[src/rtl/stick_dead_zone_normalizer_assert.svh]
// Assertion macros for the stick dead zone normalizer
`ifndef STICK_DEAD_ZONE_NORMALIZER_ASSERT_SVH
`define STICK_DEAD_ZONE_NORMALIZER_ASSERT_SVH

// same-cycle implication
`define SDZN_ASSERT_IMP(lbl, clk, rst_n, ante, cons) \
    lbl: assert property (@(posedge clk) disable iff (!rst_n) (ante) |-> (cons)) \
        else $error("sdzn assertion failed");

// next-cycle implication
`define SDZN_ASSERT_NXT(lbl, clk, rst_n, ante, cons) \
    lbl: assert property (@(posedge clk) disable iff (!rst_n) (ante) |=> (cons)) \
        else $error("sdzn assertion failed");

`endif

[src/rtl/sdzn_pkg.sv]
// Package: constants, register map and step functions for the dead zone normalizer
package sdzn_pkg;

    localparam int LAT = 36;
    localparam int TRIG_DLY = LAT - 16;

    localparam logic [1:0] REG_LEFT_DZ  = 2'd0;
    localparam logic [1:0] REG_RIGHT_DZ = 2'd1;
    localparam logic [1:0] REG_THR      = 2'd2;

    localparam logic [14:0] LEFT_DZ_RST  = 15'd7849;
    localparam logic [14:0] RIGHT_DZ_RST = 15'd8689;
    localparam logic [7:0]  THR_RST      = 8'd30;

    localparam logic [14:0] AXIS_MAX = 15'h7FFF;
    localparam logic [7:0]  TRIG_FULL = 8'hFF;

    typedef struct packed {
        logic [31:0] v;
        logic [31:0] r;
    } t_sq;

    typedef struct packed {
        logic        b;
        logic [31:0] rem;
    } t_dstep;

    // one step of the digit-by-digit integer square root
    function automatic t_sq sqrt_step(input logic [31:0] v, input logic [31:0] r,
                                      input logic [4:0] idx);
        logic [31:0] bitv;
        logic [31:0] trial;
        t_sq         o;
        bitv  = 32'd1 << {idx, 1'b0};
        trial = r + bitv;
        if (v >= trial) begin
            o.v = v - trial;
            o.r = (r >> 1) + bitv;
        end else begin
            o.v = v;
            o.r = r >> 1;
        end
        return o;
    endfunction

    // one restoring division step, rem < den
    function automatic t_dstep div_step(input logic [31:0] rem, input logic [31:0] den);
        logic [31:0] r2;
        t_dstep      o;
        r2 = {rem[30:0], 1'b0};
        if (r2 >= den) begin
            o.b   = 1'b1;
            o.rem = r2 - den;
        end else begin
            o.b   = 1'b0;
            o.rem = r2;
        end
        return o;
    endfunction

endpackage

[src/rtl/sdzn_trig.sv]
// Trigger lane: threshold, pipelined divide and delay to match the stick lanes
module sdzn_trig (
    input  logic        i_clk,
    input  logic        i_en,
    input  logic [7:0]  i_t,
    input  logic [7:0]  i_thr,
    output logic [14:0] o_t
);

    typedef struct packed {
        logic [7:0]  rem;
        logic [7:0]  den;
        logic [14:0] q;
        logic        sat;
        logic        pos;
    } t_tdiv;

    t_tdiv       r_tv [16];
    logic [14:0] r_o [sdzn_pkg::TRIG_DLY];
    logic [7:0]  w_n;
    logic [7:0]  w_den;

    assign w_n   = i_t - i_thr;
    assign w_den = sdzn_pkg::TRIG_FULL - i_thr;

    always_ff @(posedge i_clk) begin
        if (i_en) begin
            r_tv[0].rem <= w_n;
            r_tv[0].den <= w_den;
            r_tv[0].q   <= '0;
            r_tv[0].pos <= (i_t > i_thr);
            r_tv[0].sat <= (i_t > i_thr) && (w_n >= w_den);
        end
    end

    for (genvar j = 1; j < 16; j++) begin : g_div
        logic [8:0] w_r2;
        logic       w_b;
        assign w_r2 = {r_tv[j-1].rem, 1'b0};
        assign w_b  = (w_r2 >= {1'b0, r_tv[j-1].den});
        always_ff @(posedge i_clk) begin
            if (i_en) begin
                r_tv[j].rem <= w_b ? 8'(w_r2 - {1'b0, r_tv[j-1].den}) : w_r2[7:0];
                r_tv[j].den <= r_tv[j-1].den;
                r_tv[j].q   <= {r_tv[j-1].q[13:0], w_b};
                r_tv[j].sat <= r_tv[j-1].sat;
                r_tv[j].pos <= r_tv[j-1].pos;
            end
        end
    end

    always_ff @(posedge i_clk) begin
        if (i_en) begin
            r_o[0] <= !r_tv[15].pos ? 15'd0 :
                      (r_tv[15].sat ? sdzn_pkg::AXIS_MAX : r_tv[15].q);
        end
    end

    for (genvar k = 1; k < sdzn_pkg::TRIG_DLY; k++) begin : g_dly
        always_ff @(posedge i_clk) begin
            if (i_en) begin
                r_o[k] <= r_o[k-1];
            end
        end
    end

    assign o_t = r_o[sdzn_pkg::TRIG_DLY-1];

endmodule
[config.mk]
export PLATFORM = sky130hd
export DESIGN_NAME = sdzn_trig
export DESIGN_NICKNAME = d
export VERILOG_FILES = /design/src/rtl/stick_dead_zone_normalizer_assert.svh /design/src/rtl/sdzn_pkg.sv /design/src/rtl/sdzn_trig.sv
export SDC_FILE = /design/constraint.sdc
export NUM_CORES = 1
export LEC_CHECK = 0
export BUFFER_PORTS_ARGS = -buffer_cell sky130_fd_sc_hd__buf_2
export CAP_MARGIN = 20
export CORE_UTILIZATION = 50
export CTS_CLUSTER_SIZE = 14
export DETAILED_ROUTE_END_ITERATION = 10
export PLACE_DENSITY_LB_ADDON = 0.3
export SYNTH_ARGS = -nofsm -noshare
export SYNTH_HDL_FRONTEND = slang
export SYNTH_SLANG_ARGS = --single-unit
export TNS_END_PERCENT = 1
[constraint.sdc]
create_clock -name i_clk -period 2.8 [get_ports i_clk]
set_clock_uncertainty 0.05 [all_clocks]
set_input_delay 0.14 -clock i_clk [delete_from_list [all_inputs] [get_ports i_clk]]
set_output_delay 0.14 -clock i_clk [all_outputs]
set_load 0.02 [all_outputs]
==> impl_metrics.json, run 1 <==
{
  "final_net_count": 2002,
  "hold_viol_final": 0,
  "hold_path_class": "input pin to flip-flop",
  "power_switching_mw": 8.072,
  "dieArea_um2": 58060,
  "worstHoldStart": "i_t[6]",
  "fp.dieH_um": 241.0,
  "syn_inst": 1732,
  "max_freq_mhz": 375.0,
  "setup_viol": 0,
  "r2r-start": "r_tv[0][51]",
  "routabilityCongestion": 0.8482,
  "drtAntennaViolNets": 0,
  "reg2reg_slack_ns": 0.13,
  "first_pass_iters": 5,
  "first_global_vias": 14260,
  "synth_flop_cell": "edfxtp_1",
  "vias_per_cell": 5.267,
  "critPathMaxFanout": 9,
  "pre_cts_ws_ns": 0.1284,
  "overflow": 0,
  "power_frac_clock_pct": 29.4,
  "grt_pass1_wl_um": 70210,
  "cts_tree": "done",
  "dpl.hpwl_um": 27050,
  "die_x_um": 241.0,
  "ios": 33,
  "cts_buffers": 70,
  "synth-edff-count": 692,
  "internal-power_mw": 21.89,
  "maxCapViolations": 0,
  "final.setup.tns_ns": 0,
  "min_path_cells": 3,
  "rows": 87,
  "holdPathEnd": "r_tv[0][31]",
  "drc": 0,
  "worst_slew_pin_slew_ns": 0.5894,
  "powerDensity_nw_per_um2": 936.2,
  "p_leak_nw": 11.95,
  "status": "finished clean",
  "insertion_delay_ns": 0.60,
  "grt_max_degree": 91,
  "drt_iter0_drc": 673,
  "worstPathRequired_ns": 3.08,
  "irDropWorstVdd_uv": 535.3,
  "syn_to_final_growth_pct": 12.08,
  "worstPathArrival_ns": 2.95,
  "antenna_found_initial": 0,
  "drt-total-wl_um": 42130,
  "p_comb_share_pct": 23.9,
  "portBuffers": 32,
  "r2r-end": "r_tv[0][97]",
  "diodes": 0,
  "hold_slack_ns": 0.06858,
  "fin_crit_sh_pct": 95.24,
  "clockRootBuffer": "clkbuf_16",
  "swShare_pct": 26.94,
  "place_area_um2": 29720,
  "synthesis.nets": 1900,
  "cts_sinks": 692,
  "max-slew-margin-rel_pct": 60.71,
  "wl_per_cell_um": 15.97,
  "reg2regPathDepth": 8,
  "fin_ws_ns": 0.1334,
  "ys_seq_elements": 692,
  "via_count": 13900,
  "async_flop_share_pct": 0,
  "cts.htree.levels": 3,
  "rsz0062_at_grt": "false",
  "fill_cells": 4384,
  "track_usage_pct": 15.19,
  "min_period_ns": 2.667,
  "crit_type": "flip-flop to flip-flop",
  "worst_setup_path_start_kind": "flip-flop",
  "synthesis.area_um2": 28550,
  "seqPwrFrac_pct": 46.7,
  "synth.distinct_cells": 57,
  "yosys_warnings": 0,
  "coreArea_um2": 56390,
  "final_cell_area_um2": 32000,
  "syn_area_per_cell_um2": 16.49,
  "yosysSeqAreaShare_pct": 72.78,
  "maxSlewViolCount": 0,
  "clk_pin_slew_worst_paths_ns": 0.06,
  "max-clock-path-buffers": 3,
  "drive_gt1_share_pct": 12.90,
  "start_util_pct": 50.64,
  "endpoint_kind": "flip-flop"
}
-- logic make-up (layout without fill, tap and decap cells) --
kind of cell             after synthesis  count (layout)  synth area share (%)
flip-flops                           692             692                 72.78
AO/OA/AOI/OAI                        272             272                 7.485
AND/OR/NAND/NOR                      266             266                 4.715
buffers and inverters                212             363                 3.015
adder cells (fa/ha/maj)              150             150                 6.968
multiplexers                          94              94                 3.628
XOR/XNOR                              46              46                 1.411
-- area by class of cell --
type	count	area (um^2)	share of cell area (%)
sequential	692	20780	64.93
multi-input combinational	828	6917	21.61
clock buffer	83	1822	5.693
tap	756	945.9	2.956
inverter	177	664.4	2.076
timing repair buffer	65	533.0	1.666
clock inverter	38	340.3	1.063
-- per-stage QoR --
stage,total power [mW],util (%),std cells
5_1_grt,31.65,56.75,2639
3_3_place_gp,21.03,52.72,2507
2_1_floorplan,19.59,-,1732
4_1_cts,30.26,56.75,2639
3_5_place_dp,21.28,52.72,2507
6_report,29.96,56.75,2639
-- Yosys cell counts (3+ instances only) --
| library cell | instances | share of area, % |
|---|---|---|
| and3_1 | 12 | 0.26 |
| nor3b_1 | 3 | 0.079 |
| clkbuf_1 | 13 | 0.17 |
| or3_1 | 3 | 0.066 |
| o21a_1 | 47 | 1.2 |
| mux2i_1 | 18 | 0.63 |
| nor2_1 | 81 | 1.1 |
| o31ai_4 | 3 | 0.22 |
| buf_2 | 7 | 0.12 |
| a2111oi_4 | 4 | 0.39 |
| nand3_1 | 19 | 0.33 |
| a21oi_1 | 43 | 0.75 |
| buf_4 | 15 | 0.39 |
| o211ai_1 | 7 | 0.18 |
| fa_1 | 15 | 1.1 |
| a2111oi_0 | 7 | 0.21 |
| o21ai_1 | 3 | 0.053 |
| and2_1 | 8 | 0.18 |
| mux2_2 | 76 | 3.0 |
| a31oi_1 | 7 | 0.15 |
| a311o_1 | 14 | 0.49 |
| edfxtp_1 | 692 | 73 |
| nor4_1 | 15 | 0.33 |
| o311a_1 | 7 | 0.25 |
| nand2_1 | 24 | 0.32 |
| xor2_1 | 5 | 0.15 |
| a21oi_2 | 3 | 0.092 |
| a211o_1 | 16 | 0.49 |
| ha_1 | 135 | 5.9 |
| xnor2_1 | 41 | 1.3 |
| o31ai_1 | 3 | 0.079 |
| nand4_1 | 15 | 0.33 |
| inv_1 | 177 | 2.3 |
| a21o_1 | 33 | 0.87 |
| nand2b_1 | 13 | 0.28 |
| a211oi_1 | 16 | 0.42 |
| nor3_1 | 32 | 0.56 |
| nor2b_1 | 36 | 0.79 |
| o2111ai_1 | 5 | 0.15 |
| o21ai_0 | 21 | 0.37 |
| a221oi_1 | 4 | 0.12 |
| o31a_1 | 14 | 0.43 |
-- flip-flops by register name, summed over array words and instances, names as in the netlist --
register  cells
r_o         300
r_tv        392
-- critical path: stages (launching register included) --
cell and delay [ns]:
edfxtp_1 0.46, inv_1 0.09, ha_1 0.24, ha_1 0.22, nand4_1 0.10, nor2_1 0.05, a2111oi_0 0.40, o21a_1 0.43
mux2_2 0.39
-- worst max path at each step --
| stage | from | end | slack, ns |
|---|---|---|---|
| 5_1_grt | r_tv[2][117] | r_tv[3][27] | 0.0001 |
| 2_1_floorplan | i_t[0] | r_tv[0][1] | 0.30 |
| 3_5_place_dp | i_t[0] | r_tv[0][1] | 0.13 |
| 6_report | r_tv[0][51] | r_tv[0][97] | 0.13 |
| 4_1_cts | r_tv[0][51] | r_tv[0][97] | 0.15 |
| 3_3_place_gp | i_t[0] | r_tv[0][1] | 0.11 |
-- cell usage in the layout, fill, tap and decap left out, types with 7 or more instances in the layout --
cell | synthesis | routed
nand3_1 | 19 | 19
clkbuf_1 | 13 | 12
dlygate4sd3_1 | 0 | 11
nand4_1 | 15 | 15
a211o_1 | 16 | 16
buf_2 | 7 | 31
ha_1 | 135 | 135
nor4_1 | 15 | 15
xnor2_1 | 41 | 41
inv_1 | 177 | 177
clkbuf_16 | 0 | 71
a311o_1 | 14 | 14
fa_1 | 15 | 15
nand2b_1 | 13 | 13
nand2_1 | 24 | 24
a2111oi_0 | 7 | 7
a31oi_1 | 7 | 7
o31a_1 | 14 | 14
nor2b_1 | 36 | 36
nor2_1 | 81 | 81
clkinv_2 | 0 | 10
a21oi_1 | 43 | 42
edfxtp_1 | 692 | 692
o211ai_1 | 7 | 7
o21ai_0 | 21 | 21
mux2i_1 | 18 | 18
a211oi_1 | 16 | 16
nor3_1 | 32 | 32
and3_1 | 12 | 12
mux2_2 | 76 | 76
clkinv_1 | 0 | 15
o311a_1 | 7 | 7
buf_4 | 15 | 15
and2_1 | 8 | 8
a21o_1 | 33 | 33
buf_12 | 0 | 7
o21a_1 | 47 | 46
-- what timing repair did --
| item | CTS | global route |
|---|---|---|
| endpoints found under the setup margin | 0 | 7 |
| setup buffers | 0 | 0 |
| hold buffers | 11 | 0 |
| gates resized for setup | 0 | 2 |
| hold endpoints to repair | 53 | 0 |
-- power by group through the flow --
stage / Combinational (mW) / Clock, mW / Sequential [mW]
global route: 8.01 / 9.51 / 14.1
finish: 7.16 / 8.81 / 14.0
detailed placement: 7.07 / 0 / 14.2
global placement: 6.84 / 0 / 14.2
floorplan: 5.71 / 0 / 13.9
CTS: 7.16 / 9.09 / 14.0
-- layer usage --
metal	share of wire, %	global-route usage [%]	wire length [um]	vias up
li1	-	-	-	6786
met1	43	18.06	18120	6806
met2	51	26.89	21380	210
met3	3.3	3.237	1371	97
met4	3.0	5.926	1259	0
met5	0	0	0	-
(Power assumes the default switching activity.)
==> inputs of run 2 (changes only) <==
Settings changed: CORE_MARGIN set to 4.
==> impl_metrics.json, run 2 (same netlist as run 1, synthesis figures left out) <==
{
  "power_frac_clock_pct": 30.1,
  "path_cells": "dlygate4sd3_1 > buf_2 > inv_1 > ha_1 > inv_1 > fa_1 > a21o_1 > a21oi_2 > o21bai_1 > a21oi_1 > xnor2_1 > ha_1 > a21o_1 > a21oi_1 > a21boi_0",
  "status": "finished clean",
  "worstPathRequired_ns": 3.09,
  "fp.dieH_um": 247.0,
  "p_leak_nw": 11.96,
  "crit_type": "input pin to flip-flop",
  "track_usage_pct": 14.35,
  "gr-max-usage-layer": "met2",
  "slowest_stage": "dlygate4sd3_1",
  "max-clock-path-buffers": 3,
  "hold_viol_final": 0,
  "portBuffers": 32,
  "internal-power_mw": 22.12,
  "cp_num_buf_inv": 4,
  "setup_viol": 0,
  "cts_tree": "done",
  "hold_path_class": "input pin to flip-flop",
  "drtAntennaViolNets": 0,
  "final.setup.tns_ns": 0,
  "critPathMaxFanout": 2,
  "clk_pin_slew_worst_paths_ns": 0.05,
  "vias_per_cell": 5.250,
  "max_flop_register": "r_tv",
  "overflow": 0,
  "powerDensity_nw_per_um2": 945.8,
  "antenna_found_initial": 0,
  "hold_slack_ns": 0.05634,
  "pre_cts_ws_ns": 0.01819,
  "endpoint_kind": "flip-flop",
  "grt_use_met2_pct": 24.47,
  "syn_to_final_growth_pct": 12.22,
  "swShare_pct": 27.00,
  "fill_cells": 4250,
  "stdcell_count": 2641,
  "worst_setup_path_start_kind": "input pin",
  "maxCapViolations": 0,
  "cts.htree.levels": 3,
  "worstPathArrival_ns": 2.95,
  "via_count": 13870,
  "grt_use_met3_pct": 3.155,
  "start_util_pct": 50.54,
  "worst_slew_pin_slew_ns": 0.6090,
  "first_pass_iters": 5,
  "top_regs": "r_tv: 392 flops, r_o: 300 flops",
  "cpLargestDelayFamily": "compound AO/OA/AOI/OAI gates",
  "multiInputGateArea_um2": 6920,
  "drt_iter0_drc": 1164,
  "drive_gt1_share_pct": 12.79,
  "max_freq_mhz": 376.9,
  "placed_cells": 2505,
  "routabilityCongestion": 0.8504,
  "place_area_um2": 29680,
  "grt_pass1_wl_um": 70860,
  "drt-total-wl_um": 42960,
  "first_global_vias": 14090,
  "p_comb_share_pct": 23.7,
  "cts_sinks": 692,
  "ios": 33,
  "power_switching_mw": 8.181,
  "final_net_count": 1999,
  "grt_use_met1_pct": 18.12,
  "max_stage_delay_ns": 0.53,
  "drc": 0,
  "irDropWorstVdd_uv": 587.5,
  "mostFrequentLayoutCell": "edfxtp_1",
  "min_period_ns": 2.653,
  "seqPwrFrac_pct": 46.2,
  "grt_max_degree": 118,
  "cts_buffers": 69,
  "max-slew-margin-rel_pct": 59.40,
  "fin_ws_ns": 0.1470,
  "dpl.hpwl_um": 26930,
  "insertion_delay_ns": 0.60,
  "largest_reg_flops": 392,
  "diodes": 0,
  "die_x_um": 247.0,
  "dieArea_um2": 60990,
  "wl_per_cell_um": 16.27,
  "final_cell_area_um2": 32040,
  "clockRootBuffer": "clkbuf_16",
  "fin_crit_sh_pct": 94.75,
  "seq_area_um2": 20780,
  "coreArea_um2": 56500,
  "final_cell_mix": "edfxtp_1, inv_1, ha_1",
  "maxSlewViolCount": 0,
  "rows": 87
}
[run 2: area by class of cell]
cell class | instances | share of cell area [%]
Timing Repair Buffer | 63 | 1.539
Tap cell | 756 | 2.952
Clock buffer | 85 | 5.576
Multi-Input combinational cell | 828 | 21.60
Inverter | 177 | 2.074
Sequential cell | 692 | 64.85
Clock inverter | 40 | 1.406
[run 2: tightest hold or removal path, cell delays in order]
cell and delay (ns):
buf_2 0.08, ha_1 0.20, xnor2_1 0.16
[run 2: repair_timing]
| item | 4_1_cts | 5_1_grt |
|---|---|---|
| setup endpoints to repair | 0 | 20 |
| endpoints found under the hold margin | 39 | 0 |
| resized for setup | 0 | 5 |
| buffers inserted | 0 | 0 |
| hold buffers | 11 | 0 |
[run 2: metal layers]
layer | vias to the layer above | wire length [um]
met4 | 0 | 1251
met5 | - | 0
met1 | 6794 | 18660
li1 | 6778 | -
met2 | 214 | 21640
met3 | 80 | 1413
[run 2: final timing paths]
check	start	endpoint	slack, ns	cells after the start
max	i_t[0]	r_tv[0][1]	0.15	15
min	i_t[4]	r_tv[0][29]	0.06	3
max reg2reg	r_tv[1][18]	r_tv[1][61]	0.16	8
min reg2reg	r_o[1][42]	r_o[1][57]	0.36	0
[run 2: power by group through the flow]
stage          Combinational (mW)  Sequential, mW  Clock [mW]
3_5_place_dp                 7.09            14.2           0
3_3_place_gp                 6.85            14.2           0
4_1_cts                      7.18            14.0        9.41
2_1_floorplan                5.71            13.9           0
5_1_grt                      8.07            14.1        9.86
6_report                     7.20            14.0        9.11
[run 2: metrics by stage]
| stage | util, % | total power [mW] |
|---|---|---|
| finish | 56.71 | 30.30 |
| global route | 56.71 | 32.06 |
| CTS | 56.70 | 30.61 |
| detailed placement | 52.54 | 21.30 |
| global placement | 52.54 | 21.04 |
| floorplan | - | 19.59 |
==> inputs of run 3 (changes only) <==
Settings changed: CORE_ASPECT_RATIO set to 0.7, CORE_MARGIN 4 to not set, HOLD_SLACK_MARGIN set to 0.15.
==> impl_metrics.json, run 3 (same netlist as run 1, synthesis figures left out) <==
{
  "max_freq_mhz": 366.8,
  "overflow": 0,
  "cts.htree.levels": 2,
  "r2r-end": "r_tv[2][95]",
  "final_cell_area_um2": 31720,
  "endpoint_kind": "flip-flop",
  "place_area_um2": 29760,
  "syn_to_final_growth_pct": 11.09,
  "cts_tree": "done",
  "cts_setup_buffers": 0,
  "internal-power_mw": 20.96,
  "routabilityCongestion": 0.8283,
  "final_net_count": 2004,
  "power_frac_clock_pct": 26.3,
  "vias_per_cell": 5.302,
  "clk_pin_slew_worst_paths_ns": 0.06,
  "violations": "design-rule violations",
  "drt_iter0_drc": 1066,
  "grt_use_met3_pct": 2.720,
  "via_count": 13850,
  "ios": 33,
  "status": "finished with violations",
  "maxCapViolations": 0,
  "mostFrequentLayoutCell": "edfxtp_1",
  "worstHoldStart": "i_thr[4]",
  "max_stage_delay_ns": 0.53,
  "max-clock-path-buffers": 3,
  "fill_cells": 4240,
  "portBuffers": 32,
  "powerDensity_nw_per_um2": 909.0,
  "max-slew-margin-rel_pct": 61.15,
  "grt_use_met2_pct": 22.60,
  "swShare_pct": 27.31,
  "cts_sinks": 692,
  "fin_crit_sh_pct": 97.38,
  "reg2regPathDepth": 8,
  "track_usage_pct": 14.62,
  "seqPwrFrac_pct": 48.5,
  "fp.dieH_um": 201.9,
  "multiInputGateArea_um2": 6920,
  "drtAntennaViolNets": 0,
  "antenna_found_initial": 0,
  "placed_cells": 2495,
  "rows": 72,
  "largest_reg_flops": 392,
  "grt_max_degree": 96,
  "setup_viol": 0,
  "seq_area_um2": 20780,
  "dieArea_um2": 58080,
  "p_leak_nw": 11.80,
  "cts_buffers": 60,
  "holdPathEnd": "r_tv[0][21]",
  "first_pass_iters": 8,
  "grt_use_met1_pct": 20.96,
  "max_flop_register": "r_tv",
  "worst_slew_pin_slew_ns": 0.5828,
  "dpl.hpwl_um": 27240,
  "worstPathRequired_ns": 3.09,
  "slowest_stage": "dlygate4sd3_1",
  "first_global_vias": 13770,
  "hold_path_class": "input pin to flip-flop",
  "drive_gt1_share_pct": 11.85,
  "wl_per_cell_um": 16.20,
  "worstPathArrival_ns": 3.02,
  "fin_util_pct": 56.79,
  "critPathMaxFanout": 2,
  "irDropWorstVdd_uv": 599.2,
  "gr-max-usage-layer": "met2",
  "path_cells": "dlygate4sd3_1 > buf_2 > inv_1 > ha_1 > inv_1 > fa_1 > a21o_1 > a21oi_2 > o21bai_1 > a21oi_2 > xnor2_1 > ha_1 > a21o_1 > a21oi_1 > a21boi_0",
  "min_path_cells": 3,
  "hold_viol_final": 0,
  "drc": 2,
  "p_comb_share_pct": 25.2,
  "power_switching_mw": 7.874,
  "maxSlewViolCount": 0,
  "start_util_pct": 51.12,
  "power.total_mw": 28.83,
  "rsz0062_at_grt": "true",
  "min_period_ns": 2.727,
  "clockRootBuffer": "clkbuf_16",
  "top_regs": "r_tv: 392 flops, r_o: 300 flops",
  "grt_pass1_wl_um": 69210,
  "worst_setup_path_start_kind": "input pin",
  "die_x_um": 287.6,
  "coreArea_um2": 55850,
  "crit_type": "input pin to flip-flop",
  "insertion_delay_ns": 0.60,
  "drt-total-wl_um": 42330,
  "reg2reg_slack_ns": 0.17,
  "diodes": 0,
  "stdcell_count": 2613,
  "r2r-start": "r_tv[2][51]",
  "final_cell_mix": "edfxtp_1, inv_1, ha_1"
}
[run 3: cell types whose count changed in the layout (fill, tap and decap cells not counted), moves of 4 or more]
cell	delta
bufinv_16	-6
clkbuf_16	-8
clkinv_2	-7
dlygate4sd3_1	+8
buf_12	+4
[run 3: layer usage]
metal | share of wire [%] | wire, um
met1 | 48 | 20200
met2 | 45 | 19110
met3 | 4.4 | 1870
met4 | 2.7 | 1148
met5 | 0 | 0
[run 3: power by group through the flow]
stage          Sequential (mW)  Combinational, mW  Clock, mW
2_1_floorplan             13.9               5.71          0
3_3_place_gp              14.2               6.86          0
3_5_place_dp              14.2               7.14          0
4_1_cts                   14.0               7.24       7.85
5_1_grt                   14.1               8.03       8.22
6_report                  14.0               7.26       7.58
[run 3: how the worst max path moves through the flow]
stage / startpoint / to / slack (ns) / cells past startpoint
after detailed placement: i_t[0] / r_tv[0][1] / -0.03 / 14
after global routing: i_t[0] / r_tv[0][1] / -0.02 / 15
after CTS: i_t[0] / r_tv[0][1] / 0.07 / 15
after global placement: i_t[0] / r_tv[0][1] / 0.04 / 14
after floorplan: i_t[0] / r_tv[0][1] / 0.30 / 13
final: i_t[0] / r_tv[0][1] / 0.07 / 15
[run 3: repair_timing]
item | 4_1_cts | 5_1_grt
endpoints found under the setup margin | 0 | 7
hold buffers | 19 | 0
endpoints found under the hold margin | 62 | 0
gates resized for setup | 0 | 3
[run 3: area by class of cell]
type	instances	share of cell area (%)
Sequential cell	692	65.51
Tap cell	740	2.919
Clock buffer	76	4.990
Clock inverter	23	0.5601
Timing Repair Buffer	77	2.106
Multi-Input combinational cell	828	21.82
Inverter	177	2.095
[run 3: worst max-delay path: cells and delay by family]
kind                       cells  cell delay, ns
buffers and inverters          4            0.78
adders and majority gates      3            0.88
xor gates and xnor gates       1            0.17
AOI/OAI and AO/OA              7            1.05
[run 3: per-stage QoR]
stage          hold WS (ns)  TNS (ns)  setup WS (ns)
2_1_floorplan        0.2025         0         0.2991
3_3_place_gp         0.3503         0        0.03820
3_5_place_dp         0.3545  -0.02752       -0.02752
4_1_cts              0.2888         0        0.06730
5_1_grt              0.3240  -0.01961       -0.01961
6_report             0.3228         0        0.07342
